File: src/rtl/rkc_pkg.sv
// ----------------------------------------------------------------------------
// Running-key cipher package
// Shared types and character constants for the running-key cipher block.
// ----------------------------------------------------------------------------
package rkc_pkg;

  // Letters are held in the key store as 0..25.
  localparam int unsigned LetterW = 5;
  localparam int unsigned AlphaLen = 26;

  localparam logic [7:0] CharLowA = 8'h61;  // 'a'
  localparam logic [7:0] CharLowZ = 8'h7a;  // 'z'
  localparam logic [7:0] CharUpA  = 8'h41;  // 'A'
  localparam logic [7:0] CharUpZ  = 8'h5a;  // 'Z'
  localparam logic [7:0] CharSpace = 8'h20; // ' '

  // Configuration port.
  localparam int unsigned PaddrW = 3;
  localparam int unsigned PdataW = 32;
  localparam logic RegPageSelect = 1'b0;

  typedef enum logic [1:0] {
    OP_ENCRYPT = 2'd0,
    OP_DECRYPT = 2'd1,
    OP_KEY     = 2'd2
  } rkc_op_e;

  typedef enum logic [2:0] {
    ST_OK        = 3'd0,
    ST_EXHAUSTED = 3'd1,
    ST_BAD_KEY   = 3'd2,
    ST_BAD_PAGE  = 3'd3,
    ST_BAD_TEXT  = 3'd4,
    ST_FULL      = 3'd5
  } rkc_status_e;

  // Decisions taken on the accepted byte, handed to the result stage.
  typedef struct packed {
    logic [7:0]  in_char;
    rkc_status_e status;
    logic        cipher;    // apply the key letter
    logic        decrypt;
    logic        upper;
    logic        key_zero;  // page 0 always reads as 'a'
  } rkc_s1_t;

endpackage

File: src/rtl/rkc_out_if.sv
// ----------------------------------------------------------------------------
// Running-key cipher output channel
// Valid/ready channel carrying one result byte and its status per transfer.
// ----------------------------------------------------------------------------
interface rkc_out_if;
  logic                valid;
  logic                ready;
  logic [7:0]          out_char;
  rkc_pkg::rkc_status_e status;

  modport source (output valid, output out_char, output status, input ready);
  modport sink   (input valid, input out_char, input status, output ready);
endinterface

File: src/rtl/rkc_out_stage.sv
// ----------------------------------------------------------------------------
// Running-key cipher result stage
// Mod-26 letter arithmetic and the output register.
// ----------------------------------------------------------------------------
module rkc_out_stage (
  input  logic                        clk_i,
  input  logic                        rst_ni,
  input  logic                        s1_valid_i,
  input  rkc_pkg::rkc_s1_t            s1_i,
  input  logic [rkc_pkg::LetterW-1:0] key_i,
  output logic                        take_o,
  rkc_out_if.source                   out_o
);
  import rkc_pkg::*;

  logic               valid_q;
  logic [7:0]         char_q, char_d;
  rkc_status_e        status_q;
  logic [7:0]         base;
  logic [LetterW-1:0] letter;
  logic [LetterW-1:0] key;
  logic [LetterW:0]   sum;
  logic [LetterW:0]   wrapped;
  logic               load;

  assign take_o = !valid_q || out_o.ready;
  assign load   = s1_valid_i && take_o;

  assign base   = s1_i.upper ? CharUpA : CharLowA;
  assign letter = LetterW'(s1_i.in_char - base);
  assign key    = s1_i.key_zero ? '0 : key_i;

  // Both sums stay below 52, so one conditional subtract brings them into range.
  always_comb begin
    if (s1_i.decrypt) begin
      sum = {1'b0, letter} + (LetterW+1)'(AlphaLen) - {1'b0, key};
    end else begin
      sum = {1'b0, letter} + {1'b0, key};
    end
    wrapped = (sum >= (LetterW+1)'(AlphaLen)) ? sum - (LetterW+1)'(AlphaLen) : sum;
    char_d  = s1_i.cipher ? base + 8'(wrapped) : s1_i.in_char;
  end

  always_ff @(posedge clk_i or negedge rst_ni) begin
    if (!rst_ni) begin
      valid_q <= 1'b0;
    end else if (take_o) begin
      valid_q <= s1_valid_i;
    end
  end

  always_ff @(posedge clk_i) begin
    if (load) begin
      char_q   <= char_d;
      status_q <= s1_i.status;
    end
  end

  assign out_o.valid    = valid_q;
  assign out_o.out_char = char_q;
  assign out_o.status   = status_q;

endmodule

File: src/flat_wrapper.sv
// flat-port wrapper written by rule: the top's interface ports become plain ports
module rkc_out_stage_flat import rkc_pkg::*;
  (clk_i, rst_ni, s1_valid_i, s1_i, key_i, take_o, out_o_valid, out_o_out_char, out_o_status, out_o_ready);
  rkc_out_if out_o_i ();
  input  logic clk_i;
  input  logic rst_ni;
  input  logic s1_valid_i;
  input  rkc_pkg::rkc_s1_t s1_i;
  input  logic [rkc_pkg::LetterW-1:0] key_i;
  output logic take_o;
  output wire logic [$bits(out_o_i.valid)-1:0] out_o_valid;
  output wire logic [$bits(out_o_i.out_char)-1:0] out_o_out_char;
  output wire logic [$bits(out_o_i.status)-1:0] out_o_status;
  input wire logic [$bits(out_o_i.ready)-1:0] out_o_ready;
  assign out_o_valid = out_o_i.valid;
  assign out_o_out_char = out_o_i.out_char;
  assign out_o_status = out_o_i.status;
  assign out_o_i.ready = out_o_ready;
  rkc_out_stage u_core (.clk_i(clk_i), .rst_ni(rst_ni), .s1_valid_i(s1_valid_i), .s1_i(s1_i), .key_i(key_i), .take_o(take_o), .out_o(out_o_i));
endmodule
File: config.mk
export PLATFORM = sky130hd
export DESIGN_NAME = rkc_out_stage_flat
export DESIGN_NICKNAME = d
export VERILOG_FILES = /design/src/rtl/rkc_pkg.sv /design/src/rtl/rkc_out_if.sv /design/src/rtl/rkc_out_stage.sv /design/src/flat_wrapper.sv
export SDC_FILE = /design/constraint.sdc
export NUM_CORES = 1
export LEC_CHECK = 0
export BUFFER_PORTS_ARGS = -buffer_cell sky130_fd_sc_hd__buf_2
export CAP_MARGIN = 15
export CORE_UTILIZATION = 45
export DETAILED_ROUTE_END_ITERATION = 8
export GPL_TIMING_DRIVEN = 0
export PLACE_DENSITY = 0.71
export SLEW_MARGIN = 20
export SYNTH_ARGS = -nofsm -noshare
export SYNTH_HDL_FRONTEND = slang
export SYNTH_SLANG_ARGS = --single-unit
File: constraint.sdc
create_clock -name clk_i -period 1.31 [get_ports clk_i]
set_input_delay 0.262 -clock clk_i [delete_from_list [all_inputs] [get_ports clk_i]]
set_output_delay 0.262 -clock clk_i [all_outputs]
set_load 0.1 [all_outputs]
==> results_dict.tcl <==
set metrics [dict create \
    hold_class "in2reg" \
    cp_top_family "multiplexers" \
    synth.area.mux_share 0.0926 \
    ys_seq_elements 12 \
    antennaDiodeCount 0 \
    die_y_microns 56.5 \
    place_inst 201 \
    antenna_found_initial 0 \
    syn-num-nets 180 \
    wirelength_microns 3260 \
    failed_checks "negative setup slack" \
    ys_top_cells_by_count "19 x ha_1, 12 x inv_1, 11 x edfxtp_1" \
    status "finished, violations left" \
    synth_xor_xnor_area_share 0.0720 \
    leakage_uw 0.000886 \
    fin_skew_ns 0.00172 \
    hold_slack_ns 0.156 \
    stdcell_area_sq_um 2040 \
    crit_chain "buf_12, nor3_2, xor2_1, buf_4, inv_1, ha_1, inv_2, ha_4, a21o_1, a31oi_2, mux2i_2, o32ai_4, xnor2_1, ha_2, and3_4, a31oi_1, mux2_4" \
    crit_type "in2reg" \
    die_w_microns 56.5 \
    synth-simple-area-share 0.164 \
    ys_types 42 \
    overflow 0 \
    end_kind "register" \
    seq_area_sq_um 359 \
    fin_crit_sh 2.51 \
    dp_hpwl_microns 2380 \
    cts_made_buffers 3 \
    max_slew_margin 0.657 \
    tightest_slew_ns 0.515 \
    critPathSlowestCell "mux2i_2" \
    gp_congestion 0.751 \
    synthCells 135 \
    grt_util_all_layers 0.212 \
    synth_fa_ha_area_frac 0.208 \
    insertion_delay_ns 0.28 \
    h-tree-depth 1 \
    die-area_sq_um 3190 \
    vias_per_cell 5.37 \
    rsz0062_at_grt "yes" \
    ir_worst_vdd_uv 1240 \
    cts_sinks 12 \
    powerDensity_nw_per_um2 1190 \
    synth_area_sq_um 1340 \
    synth_top_family_by_area "adder cells" \
    drtAntennaViolNets 0 \
    post-place-ws_ns -2.57 \
    layout_setup_ws_ns -1.98 \
    synth_compound_area_frac 0.152 \
    io_pins 37 \
    yosysTopAreaCell "edfxtp_1" \
    finalNonFillerCells 221 \
    drive_above_1_share 0.532 \
    first_pass_iters 4 \
    synthToLayoutAreaGrowth_pct 52.8 \
    synthArstFlopShare 0.0833 \
    route.detailed.drc 0 \
    final_nets 236 \
    synth_top_area_frac 0.247 \
    synth-edff-count 11 \
    max_stage_delay_ns 0.38 \
    hold_viol 0 \
    syn_avg_cell_area_sq_um 9.91 \
    post-synth-top-count-cell "ha_1" \
    grt_max_degree 12 \
    cap_violations 0 \
    rows 19 \
    fmax_mhz 304 \
    setup_viol 7 \
    multi_input_area_sq_um 1170 \
    clock_path_buffers 2 \
    place_area_sq_um 1680 \
    cts_tree "yes" \
    required_ns 1.34 \
    synthFlopType "edfxtp_1" \
    layout_min_cycle_time_ns 3.29 \
    tns_ns -13.13 \
    drt-initial-drc-count 36 \
    grt_pass1_wl_microns 5290 \
    yosys-top-cells-area "edfxtp_1 25%, ha_1 18%, mux2i_1 6.7%" \
    vias 1187 \
    worstSetupStartpointType "primary input" \
    cp.arrival_ns 3.33 \
    path_buf_inv 4 \
    yosys_warnings 0 \
    clk_pin_slew_ns 0.07 \
    grt_pass1_vias 1183 \
    avgRoutedWirePerCell_microns 14.8 \
    fill_cells 199 \
    final-max-slew-violation-count 0 \
    portBuffers 35 \
    cts-root-buf "clkbuf_4" \
    cp_max_fo 3 \
    core_area_sq_um 2780 \
    initial_core_util 0.481 \
    synth-seq-area-share 0.266 \
]
cell families after synthesis:
kind of cell	count (synthesis)
xor+xnor	11
fa+ha+maj	21
compound gates	25
buf+inv	16
flops	12
mux	12
simple gates	38
stage by stage:
stage / util / total power, uW
2_1_floorplan: - / 1550
3_3_place_gp: 0.604 / 1740
3_5_place_dp: 0.604 / 1780
4_1_cts: 0.690 / 2230
5_1_grt: 0.735 / 2560
6_report: 0.735 / 2420
report_power, final:
part           leakage [uW]  switching (uW)  total [uW]  internal [uW]
sequential         0.000115            11.1         488            477
combinational      0.000757             958        1690            732
clock             0.0000150             126         245            118
state kept, by name, summed over array words and instances, names as in the netlist:
| signal | flops |
|---|---|
| u_core.out_o.out_char | 8 |
| u_core.out_o.status | 3 |
| u_core.out_o.valid | 1 |
per-layer routing:
layer / GRT usage / vias up / part of all wire / wire length (microns)
met4: 0.0383 / 0 / 0.010 / 33
met1: 0.258 / 558 / 0.43 / 1390
met2: 0.383 / 28 / 0.53 / 1740
met5: 0 / - / 0 / 0
met3: 0.0461 / 4 / 0.030 / 99
li1: - / 597 / - / -
final timing paths:
| path | start | to | slack (ns) | depth (start not counted) |
|---|---|---|---|---|
| max in group asynchronous | rst_ni | u_core.out_o.valid$_DFFE_PN0N_ | 0.94 | 2 |
| max | s1_i[7] | u_core.out_o.out_char[6]$_DFFE_PP_ | -1.98 | 17 |
| min | s1_i[6] | u_core.out_o.status[2]$_DFFE_PP_ | 0.16 | 1 |
| min reg2reg | u_core.out_o.valid$_DFFE_PN0N_ | u_core.out_o.valid$_DFFE_PN0N_ | 0.72 | 3 |
| min in group asynchronous | rst_ni | u_core.out_o.valid$_DFFE_PN0N_ | 0.27 | 2 |
| max reg2reg | u_core.out_o.valid$_DFFE_PN0N_ | u_core.out_o.out_char[1]$_DFFE_PP_ | 0.09 | 3 |
cell usage in the layout (no fill, tap or decap), types with 2 or more instances in the layout:
master,count
buf_4,16
ha_4,5
nor2_1,8
or3_1,2
a21o_1,3
a21oi_1,2
nand2b_1,3
mux2_4,3
nand3b_1,2
clkbuf_1,2
inv_1,7
nand2_1,5
xor2_1,5
mux2i_2,3
nor2b_1,5
o31ai_1,3
buf_2,28
buf_12,3
clkbuf_4,8
ha_2,2
ha_1,12
a21oi_2,2
xor2_2,2
mux2i_1,4
inv_2,2
inv_12,2
edfxtp_1,11
mux2i_4,2
xnor2_1,3
layout make-up:
| type | instances | area share |
|---|---|---|
| plain buffers | 4 | 0.00857 |
| clock buffers | 4 | 0.0129 |
| inverters | 12 | 0.0355 |
| multi-input cells | 107 | 0.573 |
| flip-flops and latches | 12 | 0.176 |
| well taps | 31 | 0.0190 |
| repair buffers | 51 | 0.175 |
timing repair:
item / in CTS / in global routing
setup buffers: 10 / 5
endpoints found under the hold margin: 1 / 0
hold buffers: 1 / 0
setup endpoints to repair: 9 / 13
pin swaps: 9 / 6
cloned: 0 / 0
resized for setup: 29 / 18
Note: power is estimated with default switching activity, not from simulation.
