File: config.mk
export PLATFORM = sky130hd
export DESIGN_NAME = rkc_ctrl
export DESIGN_NICKNAME = d
export VERILOG_FILES = /design/src/rtl/rkc_pkg.sv /design/src/rtl/rkc_ctrl.sv
export SDC_FILE = /design/constraint.sdc
export NUM_CORES = 1
export LEC_CHECK = 0
export BUFFER_PORTS_ARGS = -buffer_cell sky130_fd_sc_hd__buf_2
export CORE_MARGIN = 4
export CORE_UTILIZATION = 31
export DETAILED_ROUTE_END_ITERATION = 6
export SETUP_SLACK_MARGIN = 0.3
export SLEW_MARGIN = 10
export SYNTH_ARGS = -nofsm -noshare
export SYNTH_HDL_FRONTEND = slang
export SYNTH_SLANG_ARGS = --single-unit
File: constraint.sdc
create_clock -name clk_i -period 3.7 [get_ports clk_i]
set_input_delay 0.185 -clock clk_i [delete_from_list [all_inputs] [get_ports clk_i]]
set_output_delay 0.185 -clock clk_i [all_outputs]
set_load 0.01 [all_outputs]
File: src/rtl/rkc_pkg.sv
// ----------------------------------------------------------------------------
// Running-key cipher package
// Shared types and character constants for the running-key cipher block.
// ----------------------------------------------------------------------------
package rkc_pkg;

  // Letters are held in the key store as 0..25.
  localparam int unsigned LetterW = 5;
  localparam int unsigned AlphaLen = 26;

  localparam logic [7:0] CharLowA = 8'h61;  // 'a'
  localparam logic [7:0] CharLowZ = 8'h7a;  // 'z'
  localparam logic [7:0] CharUpA  = 8'h41;  // 'A'
  localparam logic [7:0] CharUpZ  = 8'h5a;  // 'Z'
  localparam logic [7:0] CharSpace = 8'h20; // ' '

  // Configuration port.
  localparam int unsigned PaddrW = 3;
  localparam int unsigned PdataW = 32;
  localparam logic RegPageSelect = 1'b0;

  typedef enum logic [1:0] {
    OP_ENCRYPT = 2'd0,
    OP_DECRYPT = 2'd1,
    OP_KEY     = 2'd2
  } rkc_op_e;

  typedef enum logic [2:0] {
    ST_OK        = 3'd0,
    ST_EXHAUSTED = 3'd1,
    ST_BAD_KEY   = 3'd2,
    ST_BAD_PAGE  = 3'd3,
    ST_BAD_TEXT  = 3'd4,
    ST_FULL      = 3'd5
  } rkc_status_e;

  // Decisions taken on the accepted byte, handed to the result stage.
  typedef struct packed {
    logic [7:0]  in_char;
    rkc_status_e status;
    logic        cipher;    // apply the key letter
    logic        decrypt;
    logic        upper;
    logic        key_zero;  // page 0 always reads as 'a'
  } rkc_s1_t;

endpackage

File: src/rtl/rkc_ctrl.sv
// ----------------------------------------------------------------------------
// Running-key cipher control
// Key loading, page bookkeeping, key pointer and the first pipeline stage.
// ----------------------------------------------------------------------------
module rkc_ctrl #(
  parameter int unsigned Pages  = 4,
  parameter int unsigned KeyLen = 256,
  parameter int unsigned AddrW  = 10
) (
  input  logic                        clk_i,
  input  logic                        rst_ni,
  input  logic                        in_valid_i,
  output logic                        in_ready_o,
  input  logic [1:0]                  opcode_i,
  input  logic [7:0]                  in_char_i,
  input  logic                        first_i,
  input  logic [1:0]                  page_select_i,
  input  logic                        out_take_i,
  output logic                        s1_valid_o,
  output rkc_pkg::rkc_s1_t            s1_o,
  output logic                        ram_we_o,
  output logic [AddrW-1:0]            ram_waddr_o,
  output logic [rkc_pkg::LetterW-1:0] ram_wdata_o,
  output logic                        ram_re_o,
  output logic [AddrW-1:0]            ram_raddr_o
);
  import rkc_pkg::*;

  localparam int unsigned LenW = $clog2(KeyLen + 1);
  localparam int unsigned PcW  = $clog2(Pages + 1);
  localparam int unsigned PgW  = (Pages > 1) ? $clog2(Pages) : 1;

  logic [LenW-1:0] len_q [Pages];
  logic [LenW-1:0] load_len_q, load_len_d;
  logic [PcW-1:0]  page_count_q, page_count_d;
  logic [PgW-1:0]  pbl_q, pbl_d;
  logic            load_inv_q, load_inv_d;
  logic [LenW-1:0] ptr_q, ptr_d;
  logic            s1_valid_q;
  rkc_s1_t         s1_q, s1_d;

  logic            accept;
  logic            len_we;
  logic [PgW-1:0]  len_idx;
  logic [LenW-1:0] len_val;
  logic [LenW-1:0] sel_len;
  logic [LenW-1:0] ptr_eff;
  logic [LenW-1:0] len_eff;
  logic [PgW-1:0]  pbl_eff;
  logic            inv_eff;
  logic            full_open;
  logic            page_ok;
  logic            is_lower;
  logic            is_upper;
  logic            is_space;

  assign in_ready_o = !s1_valid_q || out_take_i;
  assign accept     = in_valid_i && in_ready_o;

  assign is_lower = (in_char_i >= CharLowA) && (in_char_i <= CharLowZ);
  assign is_upper = (in_char_i >= CharUpA) && (in_char_i <= CharUpZ);
  assign is_space = (in_char_i == CharSpace);

  assign full_open = (page_count_q >= PcW'(Pages));
  assign page_ok   = (32'(page_select_i) < 32'(page_count_q)) && (32'(page_select_i) < Pages);

  // Length of the page that supplies the running key.
  always_comb begin
    sel_len = '0;
    for (int i = 0; i < Pages; i++) begin
      if (32'(page_select_i) == i) begin
        sel_len = len_q[i];
      end
    end
  end

  always_comb begin
    load_len_d   = load_len_q;
    page_count_d = page_count_q;
    pbl_d        = pbl_q;
    load_inv_d   = load_inv_q;
    ptr_d        = ptr_q;
    len_we       = 1'b0;
    len_idx      = pbl_q;
    len_val      = load_len_q;
    ram_we_o     = 1'b0;
    ram_re_o     = 1'b0;
    ptr_eff      = first_i ? '0 : ptr_q;
    pbl_eff      = pbl_q;
    len_eff      = load_len_q;
    inv_eff      = load_inv_q;
    s1_d         = '{in_char: in_char_i, status: ST_BAD_TEXT, cipher: 1'b0,
                     decrypt: (opcode_i == OP_DECRYPT), upper: is_upper,
                     key_zero: (page_select_i == 2'd0)};

    if (accept) begin
      unique case (opcode_i)
        OP_KEY: begin
          // A first key byte opens the next page, unless the store is full.
          if (first_i) begin
            if (full_open) begin
              inv_eff = 1'b1;
            end else begin
              pbl_eff      = PgW'(page_count_q);
              len_eff      = '0;
              inv_eff      = 1'b0;
              page_count_d = page_count_q + PcW'(1);
              len_we       = 1'b1;
            end
          end
          len_idx = pbl_eff;
          len_val = len_eff;
          priority if (inv_eff) begin
            s1_d.status = ST_FULL;
          end else if (is_space) begin
            s1_d.status = ST_OK;
          end else if (!is_lower) begin
            s1_d.status = ST_BAD_KEY;
          end else if (len_eff >= LenW'(KeyLen)) begin
            s1_d.status = ST_FULL;
          end else begin
            s1_d.status = ST_OK;
            ram_we_o    = 1'b1;
            len_we      = 1'b1;
            len_val     = len_eff + LenW'(1);
          end
          pbl_d      = pbl_eff;
          load_inv_d = inv_eff;
          load_len_d = len_val;
        end
        OP_ENCRYPT, OP_DECRYPT: begin
          ptr_d = ptr_eff;
          priority if (is_space) begin
            s1_d.status = ST_OK;
          end else if (!is_lower && !is_upper) begin
            s1_d.status = ST_BAD_TEXT;
          end else if (!page_ok) begin
            s1_d.status = ST_BAD_PAGE;
          end else if (ptr_eff >= sel_len) begin
            s1_d.status = ST_EXHAUSTED;
          end else begin
            s1_d.status = ST_OK;
            s1_d.cipher = 1'b1;
            ram_re_o    = 1'b1;
            ptr_d       = ptr_eff + LenW'(1);
          end
        end
        default: begin
          s1_d.status = ST_BAD_TEXT;
        end
      endcase
    end
  end

  assign ram_waddr_o = AddrW'(pbl_eff) * AddrW'(KeyLen) + AddrW'(len_eff);
  assign ram_wdata_o = LetterW'(in_char_i - CharLowA);
  assign ram_raddr_o = AddrW'(page_select_i) * AddrW'(KeyLen) + AddrW'(ptr_eff);

  always_ff @(posedge clk_i or negedge rst_ni) begin
    if (!rst_ni) begin
      for (int i = 0; i < Pages; i++) begin
        len_q[i] <= (i == 0) ? LenW'(KeyLen) : '0;
      end
      load_len_q   <= LenW'(KeyLen);
      page_count_q <= PcW'(1);
      pbl_q        <= '0;
      load_inv_q   <= 1'b0;
      ptr_q        <= '0;
      s1_valid_q   <= 1'b0;
    end else begin
      if (len_we) begin
        len_q[len_idx] <= len_val;
      end
      load_len_q   <= load_len_d;
      page_count_q <= page_count_d;
      pbl_q        <= pbl_d;
      load_inv_q   <= load_inv_d;
      ptr_q        <= ptr_d;
      if (accept) begin
        s1_valid_q <= 1'b1;
      end else if (out_take_i) begin
        s1_valid_q <= 1'b0;
      end
    end
  end

  always_ff @(posedge clk_i) begin
    if (accept) begin
      s1_q <= s1_d;
    end
  end

  assign s1_valid_o = s1_valid_q;
  assign s1_o       = s1_q;

endmodule

==> results of run 1 <==
-- flip-flops by register name, indices dropped and copies added (netlist names) --
register and cells:
ptr_q 9, len_q 36, load_inv_q 1, s1_o 15, load_len_q 9, page_count_q 3, s1_valid_o 1, pbl_q 2
-- synthesized netlist by cell type (all sizes together) (2+ instances only) --
cell / count / area, sq um
o31ai: 4 / 30.03
o211ai: 2 / 20.02
and3: 3 / 18.77
nor3: 13 / 110.1
or3: 3 / 23.77
and2: 10 / 62.56
mux4: 9 / 202.7
clkbuf: 5 / 18.77
o21ai: 8 / 40.04
nand3: 7 / 35.03
nand2: 20 / 75.07
a211oi: 2 / 15.01
edfxtp: 15 / 450.4
inv: 24 / 90.08
nor4: 3 / 33.78
nor2: 20 / 75.07
nor2b: 8 / 50.05
dfrtp: 58 / 1451
xor2: 5 / 43.79
or2: 3 / 21.28
or4: 2 / 15.01
o41ai: 2 / 25.03
mux2: 39 / 439.2
dfstp: 3 / 78.83
ha: 20 / 250.2
xnor2: 8 / 70.07
mux2i: 4 / 52.55
buf: 5 / 36.28
a21oi: 8 / 43.79
a21boi: 5 / 37.54
nand2b: 7 / 43.79
nand4: 7 / 58.81
o2111ai: 2 / 17.52
-- logic make-up after synthesis --
kind of cell,after synthesis,synth area share
simple gates,108,0.1541
flops,76,0.4755
mux,52,0.1667
compound gates,45,0.08141
buf+inv,34,0.03484
fa+ha+maj,20,0.06008
xor+xnor,13,0.02734
-- worst paths after layout --
path / depth (start not counted) / start / end / slack (ns)
worst min-delay path: 1 / in_char_i[6] / s1_o[13]$_DFFE_PP_ / 0.08
max in group asynchronous: 3 / rst_ni / len_q[35]$_DFFE_PN1P_ / 2.33
worst min register to register: 1 / len_q[12]$_DFFE_PN0P_ / len_q[12]$_DFFE_PN0P_ / 0.50
min in group asynchronous: 2 / rst_ni / s1_valid_o$_DFFE_PN0P_ / 0.45
worst max-delay path: 8 / len_q[27]$_DFFE_PN0P_ / ram_re_o / 0.55
worst max register to register: 8 / len_q[27]$_DFFE_PN0P_ / ptr_q[2]$_DFFE_PN0P_ / 0.63
-- power by group through the flow --
stage,Combinational [uW],Clock [uW],Sequential [uW]
floorplan,227,0,967
global placement,332,0,968
detailed placement,339,0,971
global route,378,924,963
finish,335,868,957
CTS,342,890,956
-- cell usage in the layout (no fill, tap or decap), types with 4 or more instances in the layout --
cell,synthesis,final
mux2_2,39,39
nand4_1,6,6
nand2b_1,7,7
nor2b_1,8,8
xor2_1,5,5
nand3_1,7,7
edfxtp_1,15,15
o31ai_1,4,4
inv_1,23,23
nor3_1,9,9
nand2_1,20,20
mux4_2,9,9
a21boi_0,5,5
clkbuf_16,0,10
buf_2,2,60
nor3_4,4,4
o21ai_0,8,8
ha_1,20,20
and2_1,10,10
dfrtp_1,58,58
a21oi_1,7,7
nor2_1,20,20
xnor2_1,8,8
-- per-layer routing --
metal	share of wire	wire, um
met1	0.47	4525
met2	0.48	4582
met3	0.044	428
met4	0.011	102
met5	0	0
-- metrics by stage --
stage	hold WS, ns	utilization	instance area [sq um]	cells	worst slack, ns
floorplan	-0.1106	-	4165	348	0.4084
global placement	0.2856	0.3522	4646	576	0.3960
detailed placement	0.3084	0.3522	4646	576	0.3313
CTS	0.07020	0.3756	4955	593	0.4009
global route	0.08214	0.3759	4959	593	0.4239
finish	0.08141	0.3759	4959	593	0.5544
-- layout make-up --
type / instances / area, sq um / share of cell area
Clock buffer: 13 / 281.5 / 0.05678
Tap cell: 176 / 220.2 / 0.04441
Clock inverter: 3 / 17.52 / 0.003533
Multi-Input combinational cell: 238 / 2043 / 0.4121
Inverter: 24 / 90.09 / 0.01817
Sequential cell: 76 / 1981 / 0.3994
Timing Repair Buffer: 63 / 325.3 / 0.06561
-- repair_timing --
item	4_1_cts	5_1_grt
resized for setup	0	1
hold buffers	1	0
endpoints found under the setup margin	0	1
buffers inserted	0	0
endpoints found under the hold margin	27	0
-- worst reg2reg max path: stages, from the launching register on --
cell and delay, ns:
dfrtp_1 0.39, mux4_2 0.46, ha_1 0.28, nand2b_1 0.14
a211oi_1 0.22, o22ai_1 0.16, nor4_1 0.59, mux2_2 0.40
a311o_1 0.31
==> impl_metrics.env, run 1 <==
export IMPL_status="completed"
export IMPL_nFillCells=1318
export IMPL_grt_total_usage=0.1346
export IMPL_swShare=0.2755
export IMPL_synth_edf_count=15
export IMPL_core_sq_mm=0.01319
export IMPL_final_antenna_net_count=0
export IMPL_drv_cap=0
export IMPL_hpwl_mm=7.038
export IMPL_viasPerCell=4.934
export IMPL_grt_setup_unrepaired="false"
export IMPL_drtIter0Drc=273
export IMPL_cp_num_buf_inv=1
export IMPL_synth_area_sq_mm=0.004165
export IMPL_port_buffers=60
export IMPL_die_x_um=123.9
export IMPL_critPathMaxFanout=7
export IMPL_grt_busiest_layer="met2"
export IMPL_yosysSeqAreaShare=0.4755
export IMPL_met3_usage=0.03361
export IMPL_grt_pass1_wl_mm=15.70
export IMPL_finClkSkew_ns=0.006840
export IMPL_cp_arrival_ns=2.96
export IMPL_netlist_instances=348
export IMPL_n_antenna_cell=0
export IMPL_min_path_type="primary input to flip-flop"
export IMPL_ys_ff_latch=76
export IMPL_grt_max_degree=33
export IMPL_vias=2926
export IMPL_clock_path_buffers=2
export IMPL_final_hold_violation_count=0
export IMPL_worstSetupPathType="flip-flop to output pin"
export IMPL_ys_async_sr_fraction=0.8026
export IMPL_fin_setup_tns_ns=0
export IMPL_critPathSlowestCell="or4_4"
export IMPL_grt_pass1_vias=3028
export IMPL_start_kind="flip-flop"
export IMPL_min_period_ns=3.146
export IMPL_wl_per_cell_um=16.25
export IMPL_slew_headroom=0.5113
export IMPL_ir_drop_uv=241.2
export IMPL_p_per_area_mw_per_mm2=435.4
export IMPL_drc=0
export IMPL_path_cells="mux4_2 > ha_1 > nand2b_1 > a211oi_1 > o22ai_1 > or4_4 > nor2_1 > buf_2"
export IMPL_synth_warnings=0
export IMPL_antenna_found_initial=0
export IMPL_nets=449
export IMPL_p_int_uw=1564
export IMPL_pwr_share_comb=0.155
export IMPL_design_die_area_sq_mm=0.01535
export IMPL_clkPwrFrac=0.402
export IMPL_ys_flop_type="dfrtp_1"
export IMPL_synth_cell_type_count=60
export IMPL_syn_mean_instance_area_sq_um=11.97
export IMPL_finalCritPeriodShare=0.8502
export IMPL_worst_setup_path_end_kind="output pin"
export IMPL_fmax_mhz=317.9
export IMPL_gp_congestion=0.7788
export IMPL_crit_required_ns=3.51
export IMPL_setup_violations=0
export IMPL_p_leak_uw=0.002305
export IMPL_cpPeakStageDelay_ns=0.62
export IMPL_max_slew_worst_pin_slew_ns=0.7331
export IMPL_power_switching_uw=594.8
export IMPL_use_met2=0.2170
export IMPL_path_clk_slew_ns=0.05
export IMPL_cts_buffers=9
export IMPL_ios=61
export IMPL_pwr_share_seq=0.443
export IMPL_drt_total_wl_mm=9.638
export IMPL_die_y_um=123.9
export IMPL_drtPass1Iterations=4
export IMPL_clkLatencyLatePin_ns=0.34
export IMPL_final_layout_size_suffix_gt1_frac=0.3525
export IMPL_syn_num_nets=385
export IMPL_grt_ovfl_total=0
export IMPL_slew_violations=0
export IMPL_gr_usage_met1=0.1776
export IMPL_cts_tree="built"
export IMPL_rows=42
export IMPL_start_util=0.3158
export IMPL_clock_sinks=76
export IMPL_root_buffer="clkbuf_16"
export IMPL_htreeDepth=3
export IMPL_crit_family="simple AND/OR/NAND/NOR gates"
export IMPL_total_power_uw=2159
export IMPL_syn2layout_area_growth_pct=19.04
Power figures use the tool's default switching activity.
==> run 2, diff against run 1 <==
--- a/config.mk
+++ b/config.mk
@@ -5,10 +5,13 @@
 export SDC_FILE = /design/constraint.sdc
 export NUM_CORES = 1
 export LEC_CHECK = 0
+export ABC_AREA = 1
 export BUFFER_PORTS_ARGS = -buffer_cell sky130_fd_sc_hd__buf_2
 export CORE_MARGIN = 4
 export CORE_UTILIZATION = 31
+export CTS_CLUSTER_SIZE = 14
 export DETAILED_ROUTE_END_ITERATION = 6
+export HOLD_SLACK_MARGIN = 0.03
 export SETUP_SLACK_MARGIN = 0.3
 export SLEW_MARGIN = 10
 export SYNTH_ARGS = -nofsm -noshare
==> impl_metrics.env, run 2 <==
export IMPL_status="completed"
export IMPL_synth_edf_count=15
export IMPL_ir_drop_uv=214.1
export IMPL_layout_commonest_cell="nand2_1"
export IMPL_min_path_cells=1
export IMPL_netlist_top_cells_count="nand2_1, inv_1, dfrtp_1"
export IMPL_gp_congestion=0.9240
export IMPL_p_per_area_mw_per_mm2=437.6
export IMPL_syn_mean_instance_area_sq_um=8.012
export IMPL_slew_headroom=0.4838
export IMPL_critPathMaxFanout=15
export IMPL_grt_pass1_vias=3623
export IMPL_n_antenna_cell=0
export IMPL_fin_setup_tns_ns=0
export IMPL_clkLatencyLatePin_ns=0.34
export IMPL_cp_num_buf_inv=3
export IMPL_cpPeakStageDelay_ns=0.44
export IMPL_grt_pass1_wl_mm=18.25
export IMPL_instances_no_fill=784
export IMPL_dpl_cell_count=766
export IMPL_timing_rr_end="ptr_q[2]$_DFFE_PN0P_"
export IMPL_die_x_um=125.4
export IMPL_root_buffer="clkbuf_16"
export IMPL_yosysTopAreaCell="dfrtp_1"
export IMPL_nFillCells=1417
export IMPL_ys_async_sr_fraction=0.8026
export IMPL_core_sq_mm=0.01335
export IMPL_yosysSeqAreaShare=0.4638
export IMPL_path_clk_slew_ns=0.06
export IMPL_layout_common_cells="nand2_1, inv_1, buf_2"
export IMPL_dpl_cell_area_sq_mm=0.004775
export IMPL_critPathSlowestCell="nor2_1"
export IMPL_path_cells="buf_2 > nor2_1 > inv_1 > o22ai_1 > nor2_1 > a21oi_1 > ha_1 > nand2_1 > nand2_1 > nand2_1 > nand2_1 > nand2_1 > nand4_1 > nor2_1 > nand2_1 > nor2_1 > buf_2"
export IMPL_drtPass1Iterations=4
export IMPL_drt_total_wl_mm=11.08
export IMPL_port_buffers=60
export IMPL_ys_flop_type="dfrtp_1"
export IMPL_drtIter0Drc=300
export IMPL_syn_num_nets=570
export IMPL_syn2layout_area_growth_pct=19.16
export IMPL_cp_arrival_ns=2.86
export IMPL_min_period_ns=3.049
export IMPL_cts_buffers=9
export IMPL_min_path_type="primary input to flip-flop"
export IMPL_total_power_uw=2227
export IMPL_finalCritPeriodShare=0.8241
export IMPL_worstSetupPathType="primary input to output pin"
export IMPL_cp_startpoint="page_select_i[0]"
export IMPL_hold_path_endpoint="s1_o[8]$_DFFE_PP_"
export IMPL_fmax_mhz=327.9
export IMPL_post_cts_buffers=0
export IMPL_synth_area_sq_mm=0.004270
export IMPL_final_antenna_net_count=0
export IMPL_synth_area_leaders="dfrtp_1, nand2_1, edfxtp_1"
export IMPL_rr_startpoint="len_q[24]$_DFFE_PN0P_"
export IMPL_nets=640
export IMPL_regMostFlops="len_q"
export IMPL_grt_max_degree=45
export IMPL_setup_violations=0
export IMPL_synth_cell_type_count=35
export IMPL_max_slew_worst_pin_slew_ns=0.7717
export IMPL_antenna_found_initial=0
export IMPL_crit_top_cell="nand2_1"
export IMPL_viasPerCell=4.718
export IMPL_crit_required_ns=3.51
export IMPL_finClkSkew_ns=0.004970
export IMPL_drv_cap=0
export IMPL_vias=3699
export IMPL_crit_family="simple AND/OR/NAND/NOR gates"
export IMPL_hp_start="in_char_i[1]"
export IMPL_r2r_cells=14
export IMPL_grt_ovfl_total=0
export IMPL_slew_violations=0
export IMPL_rows=42
export IMPL_yosysMostFrequentCell="nand2_1"
export IMPL_clock_sinks=76
export IMPL_grt_setup_unrepaired="false"
export IMPL_design_die_area_sq_mm=0.01572
export IMPL_hpwl_mm=8.480
export IMPL_final_hold_violation_count=0
export IMPL_start_kind="primary input"
export IMPL_rrSetupSlack_ns=1.05
export IMPL_ys_ff_latch=76
export IMPL_start_util=0.3199
export IMPL_synth_top_area_frac=0.3399
export IMPL_clock_path_buffers=2
export IMPL_die_y_um=125.4
export IMPL_final_layout_size_suffix_gt1_frac=0.1875
export IMPL_worst_setup_path_end_kind="output pin"
export IMPL_cts_tree="built"
export IMPL_p_leak_uw=0.002623
export IMPL_largest_reg_flops=36
export IMPL_final_area_sq_mm=0.005089
export IMPL_netlist_instances=533
export IMPL_drc=0
export IMPL_ios=61
export IMPL_htreeDepth=3
export IMPL_grt_total_usage=0.1457
export IMPL_synth_warnings=0
export IMPL_wl_per_cell_um=14.13
==> run 2: cell count changes after synthesis, moves of 9 or more <==
| cell | previous run | this run |
|---|---|---|
| inv_2 | 1 | 10 |
| nand2_1 | 20 | 174 |
| inv_1 | 23 | 65 |
| nand3_1 | 7 | 43 |
| mux2_2 | 39 | 0 |
| mux4_2 | 9 | 0 |
| and2_1 | 10 | 0 |
| nor2_1 | 20 | 48 |
==> run 2: metrics by stage <==
stage | utilization | worst slack, ns | hold WS, ns
global route | 0.3812 | 0.3689 | 0.05762
global placement | 0.3577 | 0.7824 | 0.4126
floorplan | - | 1.216 | -0.1106
detailed placement | 0.3577 | 0.6110 | 0.4113
finish | 0.3812 | 0.6507 | 0.06687
CTS | 0.3788 | 0.5976 | 0.05893
==> run 2: worst reg2reg max path, stage by stage (launching register included) <==
cell	delay [ns]
dfrtp_1	0.39
nand3_1	0.10
nand2_1	0.06
a221oi_1	0.27
ha_1	0.32
nand2_1	0.08
nand2_1	0.04
a21oi_1	0.17
nand4_1	0.11
nor2_1	0.35
nand2_1	0.14
nor2_1	0.27
nand2_1	0.09
nand3_1	0.07
nand2_1	0.06
==> run 2: worst max-delay path by stage <==
| stage | to | slack [ns] | cells after the start |
|---|---|---|---|
| 3_5_place_dp | ram_re_o | 0.61 | 18 |
| 5_1_grt | ram_re_o | 0.37 | 17 |
| 3_3_place_gp | ram_re_o | 0.78 | 18 |
| 2_1_floorplan | ptr_q[2]$_DFFE_PN0P_ | 1.22 | 19 |
| 6_report | ram_re_o | 0.65 | 17 |
| 4_1_cts | ram_re_o | 0.60 | 18 |
==> run 2: final cells by class <==
class	count	area [sq um]	share of cell area
Clock buffer	12	256.5	0.05041
Clock inverter	4	25.02	0.004918
Inverter	75	281.5	0.05532
Multi-Input combinational cell	377	1979	0.3890
Sequential cell	76	1981	0.3892
Tap cell	176	220.2	0.04328
Timing Repair Buffer	64	345.3	0.06786
==> run 2: what timing repair did <==
action,4_1_cts,5_1_grt
endpoints found under the hold margin,0,9
hold buffers,0,1
endpoints found under the setup margin,0,1
gates resized for setup,0,1
==> run 2: power by group <==
| part | internal, uW | switching [uW] | total, uW |
|---|---|---|---|
| combinational | 142 | 266 | 408 |
| sequential | 939 | 44.9 | 983 |
| clock | 488 | 347 | 836 |
| total | 1570 | 658 | 2230 |
==> run 2: kinds of logic after synthesis <==
group	after synthesis	synth area share
simple gates	293	0.2965
buf+inv	80	0.07325
fa+ha+maj	20	0.05860
xor+xnor	16	0.03633
flops	76	0.4638
compound gates	48	0.07149
==> run 2: layer usage <==
| layer | vias up | global-route usage | routed length, um |
|---|---|---|---|
| li1 | 1847 | - | - |
| met1 | 1751 | 0.1866 | 5108 |
| met2 | 87 | 0.2398 | 5211 |
| met3 | 14 | 0.04009 | 583 |
| met4 | 0 | 0.04656 | 174 |
| met5 | - | 0 | 0 |
